===== src/sdt_pkg.sv =====
`default_nettype none
// ----------------------------------------------------------------------------
// Sorted descending table package
// Shared types and constants of the sorted descending table.
// ----------------------------------------------------------------------------
package sdt_pkg;

   localparam int VALUE_W = 32;
   localparam int CMD_W   = 2;
   localparam int STAT_W  = 2;
   localparam int POS_W   = 4;
   localparam int COUNT_W = 5;
   localparam int REQ_DATA_W = 32;
   localparam int RSP_DATA_W = 48;

   typedef enum logic [CMD_W-1:0] {
      CMD_INSERT = 2'd0,
      CMD_DELETE = 2'd1,
      CMD_DUMP   = 2'd2,
      CMD_NONE   = 2'd3
   } cmd_type;

   typedef enum logic [STAT_W-1:0] {
      STAT_OK        = 2'd0,
      STAT_FULL      = 2'd1,
      STAT_NOT_FOUND = 2'd2,
      STAT_EMPTY     = 2'd3
   } status_type;

   typedef enum logic [2:0] {
      ST_IDLE,
      ST_INS_RD,
      ST_INS_CHK,
      ST_INS_HEAD,
      ST_DEL_RD,
      ST_DEL_CHK,
      ST_DMP_RD,
      ST_DMP_OUT
   } state_type;

endpackage
`default_nettype wire


===== src/sdt_ram.sv =====
`default_nettype none
// ----------------------------------------------------------------------------
// Sorted descending table storage
// Entry memory with one write port and one read port, read data registered.
// ----------------------------------------------------------------------------
module sdt_ram #(
   parameter int DEPTH = 16
) (
   input  wire logic                                clock,
   input  wire logic                                wr_en,
   input  wire logic [$clog2(DEPTH)-1:0]            wr_addr,
   input  wire logic signed [sdt_pkg::VALUE_W-1:0]  wr_data,
   input  wire logic                                rd_en,
   input  wire logic [$clog2(DEPTH)-1:0]            rd_addr,
   output logic signed [sdt_pkg::VALUE_W-1:0]       rd_data
);
   import sdt_pkg::*;

   logic signed [VALUE_W-1:0] mem [DEPTH];
   logic signed [VALUE_W-1:0] rd_data_ff;

   always_ff @(posedge clock) begin
      if (wr_en) begin
         mem[wr_addr] <= wr_data;
      end
      if (rd_en) begin
         rd_data_ff <= mem[rd_addr];
      end
   end

   assign rd_data = rd_data_ff;

endmodule
`default_nettype wire


===== src/sorted_descending_table.sv =====
`default_nettype none
// ----------------------------------------------------------------------------
// Sorted descending table
// Holds up to DEPTH signed values in descending order with insert, delete
// and dump commands.
// ----------------------------------------------------------------------------
// The table keeps its entries in one memory with a single read port whose
// data is registered, and works on one command at a time. Each entry visited
// takes a read state, then a state that checks, writes back or emits it. An
// insert walks from the smallest entry toward its slot, moving each smaller
// or equal entry down by one; an insert into an empty or full table answers
// without a walk. A delete scans from the largest entry to the end of the
// table, closing the gap behind the match. A dump emits the entries one at a
// time from the largest, reading each next entry only once the last one is in
// the output register, and waits while the result side is stalled. The next
// command is taken as soon as the previous one has placed its last result in
// the output register.
module sorted_descending_table #(
   parameter int DEPTH = 16
) (
   input  wire logic                             clock,
   input  wire logic                             reset,
   input  wire logic                             req_tvalid,
   output logic                                  req_tready,
   // [31:0] value
   input  wire logic [sdt_pkg::REQ_DATA_W-1:0]   req_tdata,
   // [1:0] command
   input  wire logic [sdt_pkg::CMD_W-1:0]        req_tuser,
   output logic                                  rsp_tvalid,
   input  wire logic                             rsp_tready,
   // [31:0] entry_value, [35:32] entry_position, [40:36] entry_count, zeros
   output logic [sdt_pkg::RSP_DATA_W-1:0]        rsp_tdata,
   // [1:0] status
   output logic [sdt_pkg::STAT_W-1:0]            rsp_tuser,
   output logic                                  rsp_tlast
);
   import sdt_pkg::*;

   localparam int IDX_W = $clog2(DEPTH);
   localparam int CNT_W = $clog2(DEPTH + 1);

   state_type                 state_ff, state_in;
   logic [CNT_W-1:0]          occ_ff, occ_in;
   logic [CNT_W-1:0]          idx_ff, idx_in;
   logic signed [VALUE_W-1:0] val_ff, val_in;
   logic                      found_ff, found_in;
   status_type                stat_ff, stat_in;
   logic                      reply_ff, reply_in;

   logic                      rsp_valid_ff;
   logic signed [VALUE_W-1:0] rsp_value_ff;
   logic [POS_W-1:0]          rsp_pos_ff;
   logic [COUNT_W-1:0]        rsp_count_ff;
   status_type                rsp_stat_ff;
   logic                      rsp_last_ff;

   logic                      out_free;
   logic                      out_load;
   logic signed [VALUE_W-1:0] out_value;
   logic [POS_W-1:0]          out_pos;
   logic                      out_last;

   logic                      wr_en;
   logic [IDX_W-1:0]          wr_addr;
   logic signed [VALUE_W-1:0] wr_data;
   logic                      rd_en;
   logic signed [VALUE_W-1:0] rd_data;
   logic                      accept;
   logic                      at_end;

   sdt_ram #(
      .DEPTH (DEPTH)
   ) u_ram (
      .clock   (clock),
      .wr_en   (wr_en),
      .wr_addr (wr_addr),
      .wr_data (wr_data),
      .rd_en   (rd_en),
      .rd_addr (idx_ff[IDX_W-1:0]),
      .rd_data (rd_data)
   );

   assign out_free   = !rsp_valid_ff || rsp_tready;
   assign req_tready = (state_ff == ST_IDLE) && !reply_ff;
   assign accept     = req_tvalid && req_tready;
   assign at_end     = (idx_ff == occ_ff - CNT_W'(1));

   always_ff @(posedge clock) begin
      if (reset) begin
         state_ff <= ST_IDLE;
         occ_ff   <= '0;
         reply_ff <= 1'b0;
      end else begin
         state_ff <= state_in;
         occ_ff   <= occ_in;
         reply_ff <= reply_in;
      end
   end

   always_ff @(posedge clock) begin
      idx_ff   <= idx_in;
      val_ff   <= val_in;
      found_ff <= found_in;
      stat_ff  <= stat_in;
   end

   always_comb begin
      state_in  = state_ff;
      occ_in    = occ_ff;
      idx_in    = idx_ff;
      val_in    = val_ff;
      found_in  = found_ff;
      stat_in   = stat_ff;
      reply_in  = reply_ff;
      wr_en     = 1'b0;
      wr_addr   = '0;
      wr_data   = val_ff;
      rd_en     = 1'b0;
      out_load  = 1'b0;
      out_value = '0;
      out_pos   = '0;
      out_last  = 1'b1;

      unique case (state_ff)
         ST_IDLE: begin
            if (reply_ff) begin
               if (out_free) begin
                  out_load = 1'b1;
                  reply_in = 1'b0;
               end
            end else if (accept) begin
               val_in   = $signed(req_tdata[VALUE_W-1:0]);
               found_in = 1'b0;
               unique case (cmd_type'(req_tuser))
                  CMD_INSERT: begin
                     if (occ_ff == CNT_W'(DEPTH)) begin
                        stat_in  = STAT_FULL;
                        reply_in = 1'b1;
                     end else if (occ_ff == '0) begin
                        wr_en    = 1'b1;
                        wr_addr  = '0;
                        wr_data  = $signed(req_tdata[VALUE_W-1:0]);
                        occ_in   = CNT_W'(1);
                        stat_in  = STAT_OK;
                        reply_in = 1'b1;
                     end else begin
                        idx_in   = occ_ff - CNT_W'(1);
                        state_in = ST_INS_RD;
                     end
                  end
                  CMD_DELETE: begin
                     if (occ_ff == '0) begin
                        stat_in  = STAT_NOT_FOUND;
                        reply_in = 1'b1;
                     end else begin
                        idx_in   = '0;
                        state_in = ST_DEL_RD;
                     end
                  end
                  CMD_DUMP: begin
                     if (occ_ff == '0) begin
                        stat_in  = STAT_EMPTY;
                        reply_in = 1'b1;
                     end else begin
                        idx_in   = '0;
                        stat_in  = STAT_OK;
                        state_in = ST_DMP_RD;
                     end
                  end
                  default: begin
                  end
               endcase
            end
         end
         ST_INS_RD: begin
            rd_en    = 1'b1;
            state_in = ST_INS_CHK;
         end
         ST_INS_CHK: begin
            wr_en   = 1'b1;
            wr_addr = IDX_W'(idx_ff + CNT_W'(1));
            if (val_ff >= rd_data) begin
               wr_data = rd_data;
               if (idx_ff == '0) begin
                  state_in = ST_INS_HEAD;
               end else begin
                  idx_in   = idx_ff - CNT_W'(1);
                  state_in = ST_INS_RD;
               end
            end else begin
               wr_data  = val_ff;
               occ_in   = occ_ff + CNT_W'(1);
               stat_in  = STAT_OK;
               reply_in = 1'b1;
               state_in = ST_IDLE;
            end
         end
         ST_INS_HEAD: begin
            wr_en    = 1'b1;
            wr_addr  = '0;
            wr_data  = val_ff;
            occ_in   = occ_ff + CNT_W'(1);
            stat_in  = STAT_OK;
            reply_in = 1'b1;
            state_in = ST_IDLE;
         end
         ST_DEL_RD: begin
            rd_en    = 1'b1;
            state_in = ST_DEL_CHK;
         end
         ST_DEL_CHK: begin
            if (found_ff) begin
               wr_en   = 1'b1;
               wr_addr = IDX_W'(idx_ff - CNT_W'(1));
               wr_data = rd_data;
            end
            found_in = found_ff || (rd_data == val_ff);
            if (at_end) begin
               if (found_in) begin
                  occ_in  = occ_ff - CNT_W'(1);
                  stat_in = STAT_OK;
               end else begin
                  stat_in = STAT_NOT_FOUND;
               end
               reply_in = 1'b1;
               state_in = ST_IDLE;
            end else begin
               idx_in   = idx_ff + CNT_W'(1);
               state_in = ST_DEL_RD;
            end
         end
         ST_DMP_RD: begin
            rd_en    = 1'b1;
            state_in = ST_DMP_OUT;
         end
         ST_DMP_OUT: begin
            if (out_free) begin
               out_load  = 1'b1;
               out_value = rd_data;
               out_pos   = POS_W'(idx_ff);
               out_last  = at_end;
               if (at_end) begin
                  state_in = ST_IDLE;
               end else begin
                  idx_in   = idx_ff + CNT_W'(1);
                  state_in = ST_DMP_RD;
               end
            end
         end
         default: begin
            state_in = ST_IDLE;
         end
      endcase
   end

   always_ff @(posedge clock) begin
      if (reset) begin
         rsp_valid_ff <= 1'b0;
      end else if (out_load) begin
         rsp_valid_ff <= 1'b1;
      end else if (rsp_tready) begin
         rsp_valid_ff <= 1'b0;
      end
   end

   always_ff @(posedge clock) begin
      if (out_load) begin
         rsp_value_ff <= out_value;
         rsp_pos_ff   <= out_pos;
         rsp_count_ff <= COUNT_W'(occ_ff);
         rsp_stat_ff  <= stat_ff;
         rsp_last_ff  <= out_last;
      end
   end

   assign rsp_tvalid = rsp_valid_ff;
   assign rsp_tdata  = {7'd0, rsp_count_ff, rsp_pos_ff, rsp_value_ff};
   assign rsp_tuser  = rsp_stat_ff;
   assign rsp_tlast  = rsp_last_ff;

   a_occ_bound: assert property (@(posedge clock) disable iff (reset)
      occ_ff <= CNT_W'(DEPTH))
      else $error("occupancy exceeds table depth");

   a_occ_step: assert property (@(posedge clock) disable iff (reset)
      !$stable(occ_ff) |-> (occ_ff == $past(occ_ff) + CNT_W'(1)) ||
                           (occ_ff == $past(occ_ff) - CNT_W'(1)))
      else $error("occupancy changed by more than one");

   a_wr_range: assert property (@(posedge clock) disable iff (reset)
      wr_en |-> (CNT_W'(wr_addr) <= occ_ff))
      else $error("write beyond the held entries");

endmodule
`default_nettype wire

===== config.mk =====
export PLATFORM = sky130hd
export DESIGN_NAME = sorted_descending_table
export DESIGN_NICKNAME = d
export VERILOG_FILES = /design/src/sdt_pkg.sv /design/src/sdt_ram.sv /design/src/sorted_descending_table.sv
export SDC_FILE = /design/constraint.sdc
export NUM_CORES = 1
export LEC_CHECK = 0
export BUFFER_PORTS_ARGS = -buffer_cell sky130_fd_sc_hd__buf_2
export CORE_MARGIN = 5
export CORE_UTILIZATION = 55
export CTS_CLUSTER_DIAMETER = 50
export DETAILED_ROUTE_END_ITERATION = 16
export PLACE_DENSITY = 0.86
export REMOVE_ABC_BUFFERS = 1
export SYNTH_ARGS = -nofsm -noshare
export SYNTH_HDL_FRONTEND = slang
export SYNTH_SLANG_ARGS = --single-unit

===== constraint.sdc =====
create_clock -name clock -period 4.86 [get_ports clock]
set_input_delay 0.972 -clock clock [delete_from_list [all_inputs] [get_ports clock]]
set_output_delay 0.972 -clock clock [all_outputs]
set_load 0.01 [all_outputs]

==> impl_metrics.py <==
metrics = {
    "synth": {
        "synth_common_cells": "edfxtp_1 (628), mux4_2 (160), nand2_1 (69)",
        "syn-instance-count": 1401,
        "ys_top_cells_by_area": "edfxtp_1 (71%), mux4_2 (14%), ha_1 (1.9%), a221o_1 (1.2%), mux2i_1 (1.2%)",
        "synth_area_um2": 26400,
        "syn_area_per_cell_um2": 18.8,
        "synth.most_common_cell": "edfxtp_1",
        "async_reset_ff_share_pct": 0,
        "synth_ff_type": "edfxtp_1",
        "ys_ff_latch": 638,
        "synth-edff-count": 628,
        "yosysSeqAreaShare_pct": 72.2,
        "synth_top_area_cell": "edfxtp_1",
        "synth_cell_types": 64,
        "ys_warn_count": 0,
        "synth.top_cell.area_share_pct": 71.5,
    },
    "setup_path": {
        "crit_path_top_delay_cell": "o21bai_1",
        "path_class": "reg -> reg",
        "r2r_end": "u_ram.mem[10][15]",
        "cp.required_ns": 5.23,
        "rr_worst_depth": 8,
        "reg2reg_from": "val_ff[5]",
        "end_kind": "register",
        "cp-start-kind": "register",
        "path_cells": "ha_1 > a21oi_1 > o21ai_1 > a221o_1 > o41a_1 > or3_1 > o21bai_1 > a221o_1",
        "crit_arrival_ns": 4.50,
        "reg2reg_slack_ns": 0.73,
        "max_stage_delay_ns": 0.68,
        "cpMostUsedCell": "a221o_1",
        "crit_fanout": 16,
    },
    "sta": {
        "fin_crit_ns": 4.13,
        "setup_viol": 0,
        "tightestPinTransition_ns": 1.19,
        "rsz0062_at_grt": "false",
        "finalClockSkew_ns": 0.0337,
        "drv_slew": 0,
        "finalHoldViolCount": 0,
        "fmax_mhz": 242,
        "period_share_pct": 85.0,
        "relSlewSlack_pct": 20.6,
    },
    "floorplan": {
        "initial_core_util_pct": 55.5,
        "dieArea_um2": 52400,
        "core_area_um2": 47500,
        "rows": 80,
        "chipWidth_um": 229,
        "dieHeight_um": 229,
        "ios": 91,
    },
    "global_route": {
        "gr-usage-all-layers_pct": 25.8,
        "grt_first_pass_wirelength_mm": 99.6,
        "grt_max_degree": 70,
        "grtUsageMet3_pct": 5.82,
        "grt_busiest_layer": "met2",
        "grt_pass1_vias": 15000,
        "use_met2_pct": 41.7,
        "antenna_found_initial": 0,
        "gr-total-overflow": 0,
        "met1_usage_pct": 34.5,
    },
    "drt": {
        "ant_nets": 0,
        "dr_total_vias": 14800,
        "drc": 0,
        "drt_iter0_markers": 2532,
        "wirelength_mm": 67.9,
        "routedWlPerCell_um": 31.2,
        "first_pass_iters": 6,
        "drt-vias-per-instance": 6.83,
    },
    "worst_hold_path": {
        "min_from": "stat_ff[0]",
        "hold_depth": 0,
        "min_to": "rsp_tuser[0]",
        "hold_class": "reg -> reg",
    },
    "cells_and_area": {
        "ff_latch_area_um2": 19100,
        "area_growth_pct": 12.9,
        "stdcell_count": 2172,
        "fin_nets": 1588,
        "multi_input_area_um2": 6950,
        "fillers": 3099,
        "design_area_um2": 29800,
        "diodes": 0,
        "drive_gt1_share_pct": 25.5,
    },
    "clock_tree": {
        "clkTransAtPathRegs_ns": 0.06,
        "max-clock-path-buffers": 3,
        "cts_buffers": 60,
        "cts_resized": 0,
        "ctsRootBufferMaster": "clkbuf_16",
        "htreeDepth": 2,
        "cts.sinks": 638,
        "postCtsHoldBufs": 0,
        "cts_tree": "done",
        "cts_setup_buffers": 0,
        "clk_latency_ns": 0.66,
    },
    "power": {
        "p_leak_nw": 9.86,
        "peakVddDrop_uv": 362,
        "power_density_nw_per_um2": 645,
    },
    "placement": {
        "placed_cells": 2062,
        "dpl-instance-area_um2": 27800,
        "gp_congestion": 0.924,
        "numPortBuffers": 83,
        "hpwl_mm": 39.9,
    },
    "run": {
        "cap_violations": 0,
    },
    "status": {
        "status": "complete, no violations",
    },
}
worst max path at each step:
stage | startpoint | end | depth (start not counted)
global route | u_ram.rd_data[9] | u_ram.mem[9][0] | 9
finish | val_ff[5] | u_ram.mem[10][15] | 8
CTS | val_ff[5] | u_ram.mem[3][11] | 8
detailed placement | val_ff[5] | u_ram.mem[4][31] | 9
global placement | u_ram.rd_data[5] | u_ram.mem[12][23] | 9
floorplan | idx_ff[0] | u_ram.mem[6][0] | 5
final cells by class:
cell class / count / share of cell area (%)
Timing Repair Buffer: 127 / 2.80
Multi-Input combinational cell: 637 / 23.3
Tap cell: 615 / 2.58
Clock buffer: 71 / 5.18
Clock inverter: 39 / 1.52
Sequential cell: 638 / 64.0
Inverter: 45 / 0.567
worst max-delay path, delay by kind of cell, from the launching register on:
family          cells  cell delay (ns)
compound gates      6             2.49
fa+ha+maj           1             0.34
simple gates        1             0.58
flops               1             0.44
registers in the layout, summed over array words and instances, names as in the netlist, 3 cells and up:
register	count
rsp_pos_ff	4
u_ram.rd_data	32
rsp_value_ff	32
rsp_count_ff	5
state_ff	3
val_ff	32
occ_ff	5
u_ram.mem	512
idx_ff	5
per-stage QoR:
step | hold WS [ns] | setup slack, ns | utilization (%) | TNS (ns) | power (mW)
floorplan | 0.400 | -3.91 | - | -2016.40 | 12.6
detailed placement | 0.490 | 0.898 | 58.4 | 0 | 14.3
global placement | 0.479 | 0.975 | 58.4 | 0 | 14.0
global route | 0.501 | 0.642 | 62.6 | 0 | 19.9
finish | 0.484 | 0.731 | 62.6 | 0 | 19.2
CTS | 0.498 | 0.761 | 62.6 | 0 | 19.2
where the power goes:
| group | switching, mW | internal [mW] | leakage [nW] |
|---|---|---|---|
| Clock | 2.07 | 2.71 | 0.967 |
| Combinational | 3.81 | 2.16 | 3.09 |
| Sequential | 0.393 | 8.06 | 5.80 |
| Total | 6.28 | 12.9 | 9.86 |
metal layers:
metal  share of wire [%]  up-vias  routed length, um
met2                  49     1177              33000
met5                   0        -                  0
met4                 5.1        0               3430
li1                    -     5949                  -
met1                  35     7474              23500
met3                  12      232               7930
kinds of logic (layout without fill, tap and decap cells):
| group | Yosys count | in the layout | share of synthesized area, % |
|---|---|---|---|
| other cells | 1 | 7 | 0.0142 |
| fa+ha+maj | 41 | 41 | 1.94 |
| flops | 638 | 638 | 72.2 |
| buf+inv | 132 | 282 | 2.05 |
| compound gates | 177 | 177 | 4.65 |
| simple gates | 211 | 211 | 3.81 |
| xor+xnor | 10 | 10 | 0.436 |
| mux | 191 | 191 | 14.8 |
layout by cell type, fill, tap and decap left out, types with 5 or more instances in the layout:
cell type,synthesis,final
a21oi_1,51,51
a221o_1,31,31
a22oi_1,5,5
and2_1,8,8
and3_1,5,5
buf_12,0,7
buf_2,10,83
buf_4,9,37
bufinv_16,0,8
clkbuf_1,58,11
clkbuf_16,0,60
clkinv_1,0,14
clkinv_2,0,8
conb_1,1,7
dfxtp_1,10,10
edfxtp_1,628,628
ha_1,41,41
inv_1,45,45
mux2i_1,31,30
mux4_2,160,160
nand2_1,69,69
nand2b_1,6,6
nand3_1,9,9
nand4_1,7,7
nor2_1,39,22
nor2_4,0,17
nor3_1,47,47
o21ai_0,41,41
o221ai_1,7,7
o22a_1,5,5
xnor2_1,5,5
Note: power is estimated with default switching activity, not from simulation.
